==> src/hw/rtl/byte_pair_expander_unit_defines.svh <==
// assertion macros for the byte pair expander
// used by the top level; needs nothing else
`ifndef BYTE_PAIR_EXPANDER_UNIT_DEFINES_SVH
`define BYTE_PAIR_EXPANDER_UNIT_DEFINES_SVH

// same-cycle implication
`define BPE_ASSERT_NOW(lbl, clk, rst, ante, cons, msg) \
   lbl: assert property (@(posedge clk) disable iff (rst) (ante) |-> (cons)) else $error(msg);

// next-cycle implication
`define BPE_ASSERT_NEXT(lbl, clk, rst, ante, cons, msg) \
   lbl: assert property (@(posedge clk) disable iff (rst) (ante) |=> (cons)) else $error(msg);

`endif

==> src/hw/rtl/bpe_ram.sv <==
// generic single write port ram with registered read
// no dependencies
`timescale 1ns / 1ps
module bpe_ram #(
   parameter int WIDTH = 8,
   parameter int DEPTH = 256
) (
   input  logic                     clock,
   input  logic                     wr_en,
   input  logic [$clog2(DEPTH)-1:0] wr_addr,
   input  logic [WIDTH-1:0]         wr_data,
   input  logic [$clog2(DEPTH)-1:0] rd_addr,
   output logic [WIDTH-1:0]         rd_data
);
   logic [WIDTH-1:0] mem_ff [DEPTH];
   logic [WIDTH-1:0] rd_data_ff;

   always_ff @(posedge clock) begin
      if (wr_en) begin
         mem_ff[wr_addr] <= wr_data;
      end
      rd_data_ff <= mem_ff[rd_addr];
   end

   assign rd_data = rd_data_ff;
endmodule

==> config.mk <==
export PLATFORM = sky130hd
export DESIGN_NAME = bpe_ram
export DESIGN_NICKNAME = d
export VERILOG_FILES = /design/src/hw/rtl/byte_pair_expander_unit_defines.svh /design/src/hw/rtl/bpe_ram.sv
export SDC_FILE = /design/constraint.sdc
export NUM_CORES = 2
export LEC_CHECK = 0
export BUFFER_PORTS_ARGS = -buffer_cell sky130_fd_sc_hd__buf_2
export CAP_MARGIN = 20
export CORE_ASPECT_RATIO = 0.9
export CORE_MARGIN = 3
export CORE_UTILIZATION = 40
export DETAILED_ROUTE_END_ITERATION = 7
export GPL_TIMING_DRIVEN = 0
export PLACE_DENSITY = 0.63
export SYNTH_ARGS = -nofsm -noshare
export SYNTH_HDL_FRONTEND = slang
export SYNTH_SLANG_ARGS = --single-unit
==> constraint.sdc <==
create_clock -name clock -period 2.1 [get_ports clock]
set_input_delay 0.105 -clock clock [delete_from_list [all_inputs] [get_ports clock]]
set_output_delay 0.105 -clock clock [all_outputs]
set_load 0.02 [all_outputs]
Word level (Yosys, flattened, before mapping)
Memory sizes are Yosys's and may differ from the RTL's. A register that Yosys moved wholly into a read port is not among the register bits. Cells that the tools add are included.

Muxes and demuxes: 2.

Operators by type and width (count): $mux 1 (2).

Register bits: 0. Bits in writable memories: 2048. Input bits: 26. Output and inout bits: 8. Logic and storage cells: 3. Memories kept: 1.

Memory list: mem_ff (depth 256, bits a word 8, read ports 1, clocked after memory_dff 1, wr ports 1, line bpe_ram.sv:15) `logic [WIDTH-1:0] mem_ff [DEPTH];`.

Depth between registers and ports, before layout
Word-level depth: 2. Mapped depth: 11. Depth with buffers taken out: 6.

Worst setup path before layout
Ideal clock, no wire load.

Path type: input -> register. From: input rd_addr[0]. To: register rd_data_ff[2] (netlist: rd_data[2]) (read register of mem_ff). Arrival time: 1.912 ns. Data required time: 1.969 ns. Path slack: 0.057 ns. Stages on the path: 9. Path through: buf_6 > buf_12 > buf_8 > buf_2 > mux4_2 > a22oi_1 > a21oi_1 > nor4_1 > nor4_2.

RTL lines: from (decl) (line bpe_ram.sv:12) `input logic [$clog2(DEPTH)-1:0] rd_addr,`; to (decl) (line bpe_ram.sv:16) `logic [WIDTH-1:0] rd_data_ff;`.

==> run_results.csv <==
group,metric,value,unit
run_status,outcome,"finished, violations left",
run_status,failed_checks,"setup timing",
die,die_width,476,um
route,route.final.wire_length,240000,um
die,boundaryPins,34,
global_routing,grt_start_max_net_pins,157,
sta,fin_worst_skew,0.0478,ns
cts,tritoncts,"done",
worst_setup_path,timing.critical_path.fanout_max,10,
synthesis,synth_edf_count,2048,
final_layout,synthToLayoutAreaGrowth,15.5,%
synthesis,async_reset_ff_frac,0,
cts,number_of_buffers_inserted_during_clock_tree_synthesis,191,
sta,layout_min_cycle_time,2.64,ns
worst_setup_path,path_buf_inv,3,
final_layout,fill_cells,16100,
synthesis,syn_area,79600,um2
synthesis,postSynthNetCount,3759,
die,rows,154,
worst_setup_path,worst_setup_path_start_kind,"primary input",
sta,setup_slack,-0.538,ns
placement,detailed_place.area,83700,um2
worst_setup_path,timing.critical_path.required,2.78,ns
pwr,total_switching_power,19.3,mW
global_routing,grt.total_usage,0.234,
sta,timing.final.hold_violations,0,
cts,worstSkewPairLatency,0.84,ns
route,post_drt_wl_per_cell,35.3,um
synthesis,synth-main-ff-cell,"sky130_fd_sc_hd__edfxtp_1",
worst_setup_path,critical-path-top-delay-family,"buffers and inverters",
worst_setup_path,crit-reg2reg-capture,"rd_data[5]",
pwr,power.share.clock,0.406,
sta,timing.slew.headroom,0.0528,
global_routing,via_count_of_the_first_global_routing_pass,40300,
worst_hold_path,hold_depth,2,
synthesis,synth_warnings,0,
worst_setup_path,crit_path_top_delay_cell,"sky130_fd_sc_hd__buf_1",
sta,report.final.setup_viol,234,
sta,fin_worst_hold_slack,0.225,ns
synthesis,post-synth-top-area-fraction,0.773,
cts,worst_setup_hold_path_clk_slew,0.07,ns
pwr,share_comb_of_total_power,0.062,
synthesis,yosysSeqAreaShare,0.775,
route,detail_route.drc_violations,0,
global_routing,number_of_antenna_violations_at_the_first_check_in_global_routing,8,
synthesis,syn-instance-count,3733,
final_layout,layout.cell_area.non_filler,91900,um2
placement,buffer_ports.inserted,26,
die,fp.dieArea,204000,um2
global_routing,wire_length_of_the_first_global_routing_pass,329000,um
pwr,seqPwrFrac,0.531,
cts,htreeDepth,4,
sta,fmax,0.379,GHz
pwr,share_of_total_power_consumed_by_net_switching,0.226,
synthesis,synth.lib_cells_used.distinct,55,
sta,setup_repair_after_global_routing_missed_its_margin,"yes",
die,core_outline_area,197000,um2
final_layout,final_layout_size_suffix_gt1_frac,0.297,
pwr,powerDensity,927,nW/um2
final_layout,finalNetCount,4022,
worst_hold_path,min_delay_worst_endpoint,"mem_ff[132][2]",
route,drt_pre_antenna_iters,5,
worst_setup_path,worst-r2r-cell-count,6,
placement,hpwlAfterDp,159000,um
cts,clockBufferDepth,3,
worst_setup_path,critPathMostFrequentCell,"sky130_fd_sc_hd__buf_2",
final_layout,layout.area.seq,61700,um2
cts,cts-root-buf,"sky130_fd_sc_hd__clkbuf_16",
sta,drv_slew,0,
route,vias_per_cell,6.14,
pwr,total_leakage_power,27.9,nW
route,final_antenna_net_count,0,
worst_setup_path,timing.rr.start,"mem_ff[27][5]",
worst_setup_path,crit_chain,"buf_2 -> buf_2 -> or2_2 -> buf_1 -> a21oi_1 -> nor4_1 -> nor4_4",
route,detailedRoute.firstIterationViolations,6829,
pwr,internal_power_summed_over_all_cells,65.9,mW
die,die_y,429,um
worst_setup_path,endpoint_kind,"flop",
worst_hold_path,timing.hold.worst.start,"wr_data[2]",
global_routing,global_route.overflow_total,0,
worst_setup_path,critPathKind,"in -> reg",
worst_setup_path,cpPeakStageDelay,0.88,ns
synthesis,top_cell_type_by_total_area_after_synthesis,"sky130_fd_sc_hd__edfxtp_1",
die,start_util,0.404,
placement,routabilityCongestion,0.951,
pwr,power.ir.vdd_worst,0.938,mV
worst_setup_path,worst-r2r-setup-slack,-0.42,ns
flow_run,cap_violations,0,
cts,clkSinkCount,2056,
worst_setup_path,worstPathArrival,3.32,ns
synthesis,synth.area.top_cells,"sky130_fd_sc_hd__edfxtp_1 (77%), sky130_fd_sc_hd__mux4_2 (13%), sky130_fd_sc_hd__mux2i_1 (1.7%)",
final_layout,area_of_combinational_cells_with_multiple_inputs,18100,um2
synthesis,synth.ff_latch_count,2056,
synthesis,syn_avg_cell_area,21.3,um2
sta,tightestPinTransition,1.42,ns
sta,timing.final.crit_share,1.26,
worst_hold_path,timing.hold.worst.class,"in -> reg",
route,num_vias,41800,
==> how the worst max path moves through the flow <==
stage | slack, ns | cells past startpoint | startpoint | end
floorplan | 0.06 | 9 | rd_addr[0] | rd_data[2]
global placement | -3.23 | 9 | rd_addr[4] | rd_data[4]
detailed placement | -2.74 | 9 | rd_addr[4] | rd_data[3]
CTS | -0.41 | 6 | mem_ff[211][3] | rd_data[3]
global route | -0.44 | 6 | mem_ff[211][3] | rd_data[3]
finish | -0.54 | 7 | rd_addr[5] | rd_data[3]
==> cell type report <==
class | count | area share
antenna | 4 | 0.000109
buffer | 231 | 0.0186
clock buffer | 244 | 0.0547
clock inverter | 112 | 0.0121
inverter | 2 | 0.0000817
multi-input combinational | 1442 | 0.197
sequential | 2056 | 0.671
tap | 2652 | 0.0361
timing repair buffer | 72 | 0.0103
==> routing by layer <==
layer / routed length, um / track usage / part of all wire
met3: 31500 / 0.0707 / 0.13
met4: 10200 / 0.0935 / 0.042
met1: 93200 / 0.336 / 0.39
met2: 106000 / 0.333 / 0.44
met5: 99 / 0.00521 / 0.00041
==> cells by family (layout without fill, tap and decap cells) <==
kind of cell / count (synthesis) / in the layout / synth area share
DFF: 2056 / 2056 / 0.775
muxes: 591 / 591 / 0.146
and+or+nand+nor: 466 / 466 / 0.0263
AOI/OAI and AO/OA: 385 / 385 / 0.0342
buffers and inverters: 235 / 661 / 0.0183
other: 0 / 4 / 0
==> metrics by stage <==
stage | instances | setup slack, ns | utilization | power [mW] | TNS (ns)
final | 6815 | -0.538 | 0.467 | 85.2 | -10.88
after global routing | 6814 | -0.440 | 0.467 | 87.1 | -2.92
after CTS | 6808 | -0.409 | 0.465 | 85.3 | -4.24
after detailed placement | 6448 | -2.74 | 0.426 | 51.0 | -1668.14
after global placement | 6411 | -3.23 | 0.422 | 50.9 | -6423.22
after floorplan | 3733 | 0.0571 | - | 48.4 | 0
==> sequential cells by signal (all words and copies together) (netlist names) <==
register,count
mem_ff,2048
rd_data,8
==> timing repair <==
action	in CTS	in global routing
pin swaps	27	14
hold buffers	8	0
setup endpoints to repair	1288	1030
buffers inserted	1	0
resized for setup	428	112
hold endpoints to repair	912	0
==> cells in the mapped netlist (6+ instances only) <==
master and instances:
sky130_fd_sc_hd__nand3_1 34, sky130_fd_sc_hd__mux2i_1 134, sky130_fd_sc_hd__edfxtp_1 2048, sky130_fd_sc_hd__buf_6 21
sky130_fd_sc_hd__nand4_1 10, sky130_fd_sc_hd__a221oi_1 13, sky130_fd_sc_hd__buf_2 31, sky130_fd_sc_hd__buf_1 22
sky130_fd_sc_hd__and2_1 6, sky130_fd_sc_hd__mux4_2 454, sky130_fd_sc_hd__nor2_1 282, sky130_fd_sc_hd__o21ai_0 10
sky130_fd_sc_hd__clkbuf_1 111, sky130_fd_sc_hd__buf_4 27, sky130_fd_sc_hd__a211oi_1 16, sky130_fd_sc_hd__nor3_1 22
sky130_fd_sc_hd__nor2b_1 31, sky130_fd_sc_hd__nor4_1 24, sky130_fd_sc_hd__buf_8 13, sky130_fd_sc_hd__dfxtp_1 8
sky130_fd_sc_hd__a22o_1 8, sky130_fd_sc_hd__o221ai_1 46, sky130_fd_sc_hd__o211ai_1 10, sky130_fd_sc_hd__buf_12 8
sky130_fd_sc_hd__o22ai_1 28, sky130_fd_sc_hd__nand2_1 33, sky130_fd_sc_hd__a21oi_1 96, sky130_fd_sc_hd__a22oi_1 133
sky130_fd_sc_hd__nand2b_1 8
==> power by group through the flow <==
| stage | clock network (mW) | registers (mW) | logic [mW] |
|---|---|---|---|
| after floorplan | 0 | 46.2 | 2.20 |
| after global placement | 0 | 46.3 | 4.61 |
| after detailed placement | 0 | 46.2 | 4.82 |
| after CTS | 34.8 | 45.3 | 5.16 |
| after global routing | 36.5 | 45.2 | 5.42 |
| final | 34.6 | 45.3 | 5.31 |
==> worst register-to-register path, cell delays in order, from the launching register on <==
cell and delay (ns):
sky130_fd_sc_hd__edfxtp_1 0.36, sky130_fd_sc_hd__mux4_2 0.52, sky130_fd_sc_hd__a22o_1 0.29, sky130_fd_sc_hd__a221oi_2 0.31, sky130_fd_sc_hd__o221ai_1 0.25, sky130_fd_sc_hd__a211oi_4 0.55, sky130_fd_sc_hd__nor4_4 0.11
==> placed cells by master (no fill, tap or decap), types with 11 or more instances in the layout <==
cell	synthesis	final
sky130_fd_sc_hd__nand3_1	34	32
sky130_fd_sc_hd__clkbuf_16	0	193
sky130_fd_sc_hd__a22oi_1	133	130
sky130_fd_sc_hd__clkbuf_2	0	37
sky130_fd_sc_hd__buf_4	27	42
sky130_fd_sc_hd__buf_16	0	15
sky130_fd_sc_hd__nand2_1	33	32
sky130_fd_sc_hd__mux2i_1	134	134
sky130_fd_sc_hd__o22ai_1	28	28
sky130_fd_sc_hd__clkinv_2	0	30
sky130_fd_sc_hd__o221ai_1	46	43
sky130_fd_sc_hd__clkbuf_4	0	21
sky130_fd_sc_hd__nor2b_1	31	24
sky130_fd_sc_hd__nor4_4	0	20
sky130_fd_sc_hd__nor2_2	0	87
sky130_fd_sc_hd__buf_8	13	31
sky130_fd_sc_hd__bufinv_16	0	16
sky130_fd_sc_hd__a21oi_1	96	83
sky130_fd_sc_hd__buf_2	31	60
sky130_fd_sc_hd__clkbuf_1	111	90
sky130_fd_sc_hd__edfxtp_1	2048	2048
sky130_fd_sc_hd__mux4_2	454	455
sky130_fd_sc_hd__a21oi_2	0	11
sky130_fd_sc_hd__nor2_4	0	81
sky130_fd_sc_hd__clkinv_1	1	46
sky130_fd_sc_hd__buf_6	21	33
sky130_fd_sc_hd__nor2_1	282	114
No activity file was read; power rests on OpenSTA's default activity.
